--- config.mk ---
export PLATFORM = sky130hd
export DESIGN_NAME = sqtm_div
export DESIGN_NICKNAME = d
export VERILOG_FILES = /design/src/hw/rtl/sqtm_pkg.sv /design/src/hw/rtl/sqtm_div.sv
export SDC_FILE = /design/constraint.sdc
export NUM_CORES = 1
export LEC_CHECK = 0
export BUFFER_PORTS_ARGS = -buffer_cell sky130_fd_sc_hd__buf_2
export CORE_MARGIN = 2
export CORE_UTILIZATION = 50
export CTS_BUF_LIST = sky130_fd_sc_hd__clkbuf_16
export CTS_CLUSTER_DIAMETER = 50
export CTS_CLUSTER_SIZE = 10
export DETAILED_ROUTE_END_ITERATION = 10
export PLACE_DENSITY = 0.73
export SLEW_MARGIN = 10
export SYNTH_ARGS = -nofsm -noshare
export SYNTH_HDL_FRONTEND = slang
export SYNTH_SLANG_ARGS = --single-unit
--- constraint.sdc ---
create_clock -name i_clk -period 4.1 [get_ports i_clk]
set_input_delay 0.82 -clock i_clk [delete_from_list [all_inputs] [get_ports i_clk]]
set_output_delay 0.82 -clock i_clk [all_outputs]
set_load 0.02 [all_outputs]
--- src/hw/rtl/sqtm_pkg.sv ---
`timescale 1ns / 1ps
// ----------------------------------------------------------------------------
// sqtm_pkg
// shared constants for the sample quantile and tail mean block
// ----------------------------------------------------------------------------
package sqtm_pkg;
    localparam int          MAX_SAMPLES = 1024;
    localparam int          DATA_W      = 32;
    localparam int          FRAC_W      = 16;
    localparam logic [15:0] TAIL_RESET  = 16'd3277;
    localparam logic        REG_TAIL    = 1'b0;
endpackage

--- src/hw/rtl/sqtm_div.sv ---
`timescale 1ns / 1ps
// ----------------------------------------------------------------------------
// sqtm_div
// restoring divider, signed dividend by unsigned nonzero divisor, one bit a cycle
// ----------------------------------------------------------------------------
module sqtm_div #(
    parameter int SW = 43,
    parameter int CW = 11
) (
    input  logic                               i_clk,
    input  logic                               i_rst_n,
    input  logic                               i_start,
    input  logic signed [SW-1:0]               i_dividend,
    input  logic [CW-1:0]                      i_divisor,
    output logic                               o_done,
    output logic [sqtm_pkg::DATA_W-1:0]        o_quot
);
    localparam int NW = $clog2(SW + 1);

    logic [SW-1:0] r_q;
    logic [CW:0]   r_rem;
    logic [CW-1:0] r_d;
    logic [NW-1:0] r_n;
    logic          r_neg;
    logic          r_busy;
    logic          r_done;
    logic [CW:0]   trial;
    logic          fit;

    assign trial = {r_rem[CW-1:0], r_q[SW-1]};
    assign fit   = trial >= {1'b0, r_d};

    always_ff @(posedge i_clk) begin
        if (!i_rst_n) begin
            r_busy <= 1'b0;
            r_done <= 1'b0;
        end else begin
            r_done <= 1'b0;
            if (i_start) begin
                r_busy <= 1'b1;
            end else if (r_busy && r_n == NW'(1)) begin
                r_busy <= 1'b0;
                r_done <= 1'b1;
            end
        end
        if (i_start) begin
            r_neg <= i_dividend < 0;
            r_q   <= (i_dividend < 0) ? SW'(-i_dividend) : SW'(i_dividend);
            r_rem <= '0;
            r_d   <= i_divisor;
            r_n   <= NW'(SW);
        end else if (r_busy) begin
            r_rem <= fit ? (trial - {1'b0, r_d}) : trial;
            r_q   <= {r_q[SW-2:0], fit};
            r_n   <= r_n - NW'(1);
        end
    end

    assign o_done = r_done;
    assign o_quot = r_neg ? (-r_q[sqtm_pkg::DATA_W-1:0]) : r_q[sqtm_pkg::DATA_W-1:0];
endmodule

[Yosys cells after proc, flatten, opt, wreduce, memory -nomap -nowiden]
Cells that the tools add are included.
Storage, ports and cells
  word-level logic and storage cells: 27
  bits in registers: 74
  input bits: 57
Cells by class
  reduce and logical (&&, ||, !) cells: 4
  eq/ne operators: 1
  $add $sub $neg: 4
  $lt $le $gt $ge: 2
  multiplexer cells: 8
  bitwise gates (word level): 1
Operator list (number)
  43-bit two-way mux: 3
  43-bit by 1-bit less-than comparator with 1-bit output, second input constant: 1
  43-bit negator: 1
  32-bit two-way mux: 1
  32-bit negator: 1
  12-bit by 11-bit >= comparator with 1-bit output: 1
  11-bit two-way mux: 1
  11-bit subtractor: 1
  6-bit by 1-bit == test with 1-bit output, second input constant: 1
  6-bit by 1-bit subtractor with 6-bit output, second input constant: 1
  2-bit nonzero test: 2
  1-bit two-way mux: 3
  2-bit OR reduction: 1
  1-bit logical AND: 1
  1-bit NOT: 1

[Longest topological paths before layout]
Gate-level depths: netlist of run 1.
  depth in word-level cells: 4
  gate-level depth with buffers: 10

[Worst setup path before layout of run 1]
No wires, ideal clock.
  path kind: register to output
  start point: register r_q[5]
  end point: output o_quot[28] (netlist bit)
  path slack: 583 ps
  cell stages (with the launch flop): 8
  arrival time: 2697 ps
  data required time: 3280 ps
  cells stage by stage: edfxtp_1 > or3_4 > or3_4 > or4_4 > buf_6 > or3_4 > o41ai_2 > xnor2_1
Between the ends
  cells in the longest elaborated chain, start to end: 2
RTL lines
  start, declared: line sqtm_div.sv:20  | logic [SW-1:0] r_q;
  start signal, assigned: line sqtm_div.sv:48  | r_q <= (i_dividend < 0) ? SW'(-i_dividend) : SW'(i_dividend);
  start signal, assigned: line sqtm_div.sv:54  | r_q <= {r_q[SW-2:0], fit};
  32-bit negator: line sqtm_div.sv:60  | assign o_quot = r_neg ? (-r_q[sqtm_pkg::DATA_W-1:0]) : r_q[sqtm_pkg::DATA_W-1:0];
  32-bit two-way mux: line sqtm_div.sv:60
  end, declared: line sqtm_div.sv:16  | output logic [sqtm_pkg::DATA_W-1:0] o_quot
Every way passes these cells.

[Worst setup path after layout of run 1]
  start point: register r_q[5]
  end point: output o_quot[25] (netlist bit)
The elaborated chain is that of the path after synthesis.

==> metrics, run 1 <==
Compound-Gate Fraction of Synth Area 18.15%; iteration-0 DRC count of the detailed router 238; Max Cap Viol 0; outcome finished clean; Synth Area in Adders 4.150%; commonest non-fill, non-tap cell in the layout buf_2; Setup violations, final 0; Via density 5.640; number of distinct library cells after synthesis 50; main combinational cell family by area after synthesis compound AO/OA/AOI/OAI gates; Root Buffer Master clkbuf_16; share of cells above drive strength 1 21.46%; CTS Buffer Depth 2; Total Power 2.278 mW; hold_buf cts 0; Slew Viols, Final 0; Register Area 2032 sq um; simple-gate portion of the synthesized area 17.18%; WP data arrival 3140 ps; maximum fanout along the worst path 5; CTS tree done; top_reg_cell synth edfxtp_1; Syn. warnings 0; r2r startpoint r_d[0]; Final Cycle Share 96.62%; Synth Register Bits 74; synthesized area 5005 sq um; Async SR Flop Fraction 0%; row count 36; Inserted Clock Buffers 9; area delta synth->final 16.00%; Clock transition at path regs 60 ps; kind of critical path flip-flop to primary output; Worst Min Path Start r_rem[10]; Crit. End Element primary output; relative slew slack 30.34%; DRT Pass-1 Iters 4; IO Port Bufs 89; vias 4219; Post-Synth XOR/XNOR Area 13.83%; DRC 0; final hold vios 0; synthesized area per cell 9.355 sq um; Hold Path Cell Cnt 2; vias in the first global route 3991; initial antenna violation count 0; Hold Path End r_rem[10]; syn nets 608; FF-to-FF path depth 9; gpl congestion 0.8722; gr ovfl total 0; Worst R2R Setup Slack 1300 ps; final WL 11.04 mm; Layout fillers 867; DR WL/cell 14.76 microns; H-Tree Level Count 3; RR Endpoint r_rem[9]; Slew @ Worst Pin 1045 ps; Fmax achieved 252.4 MHz; global-route wire length before repair 18.51 mm; DP HPWL 7.871 mm; PostCTS Resize Cnt 0; diodes inserted 0; Multi-input gate area 2779 sq um; Die W 104.0 microns; Hold Path Class flip-flop to flip-flop; VDD IR max 0.0002065 V; number of synthesized flops with an enable pin 55; minimum clock period 3962 ps; Worst EP required 3280 ps; die area 10830 sq um; highest-count cells in the layout ignoring fill and taps 88 x buf_2, 62 x nor2_1, 55 x edfxtp_1; initial core utilization 51.44%; post-CTS setup buffer count 0; Global Route Usage Sum 20.47%; crit start category flip-flop; Lkg Pwr 2.244 nW; power per cell area 392.4 nW/um^2; final setup TNS 0 ps; Die H 104.0 microns; WHS 497.3 ps; Final ANT Viol Nets 0; mux cell area share after synthesis 2.050%; Worst setup startpoint r_q[5]; core area 9729 sq um; Clock Latency Late Sink 330 ps; skew final 5.729 ps; largest net degree at the start of global routing 64; CTS Sinks 74; unrepaired setup endpoints after global routing no; nets 683; Syn Inst Count 535; num ports 90; sequential area share after synthesis 40.60%
==> worst max path at each step <==
stage                 endpoint  slack, ps  cells after the start
floorplan           o_quot[28]        580                      7
global placement    o_quot[31]        470                      7
detailed placement  o_quot[25]        420                      7
CTS                 o_quot[25]         60                      7
global route        o_quot[30]          3                      9
finish              o_quot[25]        140                      7
==> logic make-up after synthesis <==
kind of cell,Yosys count
adder cells (fa/ha/maj),16
multiplexers,10
AND/OR/NAND/NOR,163
AO/OA/AOI/OAI,144
buffers and inverters,49
flip-flops,74
XOR/XNOR,79
==> power by group <==
part / internal, mW / switching (mW)
logic: 0.241 / 0.341
registers: 0.896 / 0.0676
clock network: 0.439 / 0.294
total: 1.58 / 0.703
==> through the flow <==
stage / cells / utilization [%] / cell area [sq um] / setup slack (ps)
after floorplan: 535 / - / 5005 / 583.2
after global placement: 732 / 56.71 / 5518 / 474.8
after detailed placement: 732 / 56.71 / 5518 / 419.0
after CTS: 748 / 59.58 / 5797 / 62.14
after global routing: 748 / 59.67 / 5806 / 3.253
final: 748 / 59.67 / 5806 / 138.4
==> synthesized netlist by cell type (2+ instances only) <==
library cell	count	area share, %
nor4_1	6	0.75
buf_1	3	0.22
o31ai_1	19	2.9
o21a_1	2	0.30
o22ai_1	2	0.25
nor3_1	4	0.40
edfxtp_1	55	33
nor2b_1	4	0.50
nor2_1	62	4.6
or4_4	4	0.90
a311oi_1	2	0.35
o41ai_1	10	1.7
mux2i_1	8	1.6
o21ai_0	35	3.5
buf_6	2	0.45
ha_1	15	3.8
o21ai_1	3	0.30
or3_2	2	0.30
nand3_1	6	0.60
nand2b_1	12	1.5
or3_4	4	0.90
o31a_1	2	0.35
xor2_1	40	7.0
inv_1	21	1.6
or3_1	8	1.0
o41ai_2	3	0.98
a21oi_1	50	5.0
a211oi_1	8	1.2
nand2_1	23	1.7
dfxtp_1	19	7.6
mux2_2	2	0.45
or2_2	9	1.1
clkbuf_1	22	1.7
o211ai_1	3	0.45
or4_1	12	1.8
xnor2_1	39	6.8
==> layer usage <==
| layer | share of wire, % | GRT usage (%) | up-vias |
|---|---|---|---|
| met5 | 0 | 0 | - |
| met4 | 1.3 | 7.143 | 0 |
| met3 | 5.2 | 2.694 | 13 |
| met2 | 49 | 33.55 | 122 |
| met1 | 45 | 27.97 | 1986 |
| li1 | - | - | 2098 |
==> worst max-delay path, stage by stage, from the launching register on <==
cell and delay, ps:
edfxtp_1 420, or3_4 410, or3_2 520, or4_4 470, or3_4 390, o31ai_1 270, xnor2_1 150, buf_2 180
==> flip-flops by register name, summed over array words and instances (netlist names) <==
| signal | cells |
|---|---|
| r_rem | 11 |
| r_q | 43 |
| r_d | 11 |
| r_busy | 1 |
| r_neg | 1 |
| r_n | 6 |
| o_done | 1 |
==> cell type report <==
class                   instances  share of cell area (%)
well taps                     133                   2.866
multi-input cells             412                   47.87
clock buffers                  10                   4.310
repair buffers                 92                   8.103
inverters                      21                   1.358
clock inverters                 6                  0.4957
flip-flops and latches         74                   35.00
Power figures use the tool's default switching activity.
==> run 2, diff against run 1 <==
--- a/config.mk
+++ b/config.mk
@@ -13,6 +13,7 @@
 export CTS_CLUSTER_SIZE = 10
 export DETAILED_ROUTE_END_ITERATION = 10
 export PLACE_DENSITY = 0.73
+export REMOVE_ABC_BUFFERS = 1
 export SLEW_MARGIN = 10
 export SYNTH_ARGS = -nofsm -noshare
 export SYNTH_HDL_FRONTEND = slang
==> metrics, run 2 (synthesis results as in run 1) <==
DP HPWL 8.276 mm; RR Endpoint r_rem[0]; WHS 488.9 ps; kind of critical path flip-flop to primary output; skew final 4.328 ps; hold_buf cts 0; FF-to-FF path depth 9; power per cell area 395.1 nW/um^2; routing usage on met1 28.38%; Fmax achieved 251.0 MHz; Setup violations, final 0; Die W 104.0 microns; commonest non-fill, non-tap cell in the layout buf_2; final hold vios 0; Worst Min Path Start r_rem[10]; core area 9729 sq um; DRC 0; minimum clock period 3985 ps; Lkg Pwr 2.259 nW; Crit. End Element primary output; vias 4216; max reg flops 43; diodes inserted 0; CTS tree done; die area 10830 sq um; num ports 90; Cell Count, Final, Fillers Out 749; dpl cells 733; Clock transition at path regs 50 ps; share of cells above drive strength 1 21.59%; Design Area, Final 5823 sq um; final WL 11.43 mm; post-CTS setup buffer count 0; initial core utilization 51.44%; Die H 104.0 microns; largest net degree at the start of global routing 71; biggest regs r_q (43), r_d (11), r_rem (11); gpl congestion 0.8570; maximum fanout along the worst path 5; gr ovfl total 0; H-Tree Level Count 3; vias in the first global route 4099; DRT Pass-1 Iters 5; Final Cycle Share 97.19%; Slew @ Worst Pin 1016 ps; Worst EP required 3280 ps; crit start category flip-flop; CTS Buffer Depth 2; r2r startpoint r_d[0]; relative slew slack 32.25%; initial antenna violation count 0; DR WL/cell 15.26 microns; row count 36; IO Port Bufs 89; Worst R2R Setup Slack 1060 ps; Cell Area, Placed 5525 sq um; outcome finished clean; Largest Register r_q; Inserted Clock Buffers 9; Max Cap Viol 0; Via density 5.629; Slew Viols, Final 0; Hold Path Class flip-flop to flip-flop; Global Route Usage Sum 21.78%; area delta synth->final 16.35%; nets 684; Root Buffer Master clkbuf_16; CTS Sinks 74; Final ANT Viol Nets 0; met3 usage 5.764%; Clock Latency Late Sink 330 ps; unrepaired setup endpoints after global routing no; highest-count cells in the layout ignoring fill and taps 86 x buf_2, 62 x nor2_1, 55 x edfxtp_1; Hold Path End r_rem[10]; global-route wire length before repair 19.21 mm; met2 Use GR 35.10%; final setup TNS 0 ps; WP data arrival 3160 ps; gr busiest metal met2; iteration-0 DRC count of the detailed router 209; Hold Path Cell Cnt 2; VDD IR max 0.0002732 V
==> run 2: how the worst max path moves through the flow <==
stage            from          to  slack, ps  depth (start not counted)
2_1_floorplan  r_q[0]  o_quot[27]        570                          6
3_3_place_gp   r_q[5]  o_quot[27]        390                          7
3_5_place_dp   r_q[4]  o_quot[27]        340                          7
4_1_cts        r_q[4]  o_quot[27]         30                          7
5_1_grt        r_q[4]  o_quot[25]        0.9                          7
6_report       r_q[4]  o_quot[27]        120                          7
==> run 2: worst max-delay path, stage by stage, from the launching register on <==
cell,delay (ps)
edfxtp_1,440
or3_4,400
or3_2,520
or4_4,470
or3_4,390
o31ai_2,210
xnor2_1,190
buf_4,190
==> run 2: cell type report <==
cell class                      instances  area (sq um)
Fill cell                             874          3906
Clock buffer                            9         225.2
Timing Repair Buffer                   93         483.0
Clock inverter                          7         53.80
Sequential cell                        74          2032
Multi-Input combinational cell        412          2784
Tap cell                              133         166.4
Inverter                               21         78.83
==> run 2: layer usage <==
layer | vias up | routed length, microns
met3 | 21 | 682
met1 | 1975 | 5180
met4 | 0 | 218
met2 | 124 | 5345
li1 | 2096 | -
met5 | - | 0
==> run 2: through the flow <==
stage	total power, mW	worst slack (ps)	utilization, %
4_1_cts	2.314	32.94	59.70
6_report	2.301	115.3	59.85
3_5_place_dp	1.566	342.2	56.79
2_1_floorplan	1.355	568.6	-
5_1_grt	2.426	0.9495	59.85
3_3_place_gp	1.550	387.6	56.79
==> run 2: power by group <==
| group | leakage, nW | internal, mW | switching (mW) |
|---|---|---|---|
| clock | 0.144 | 0.459 | 0.279 |
| sequential | 0.695 | 0.896 | 0.0675 |
| combinational | 1.42 | 0.243 | 0.356 |
==> run 2: what timing repair did <==
item | in CTS | in global routing
pin swaps | 0 | 1
setup endpoints to repair | 1 | 2
endpoints found under the hold margin | 0 | 0
gates resized for setup | 1 | 4
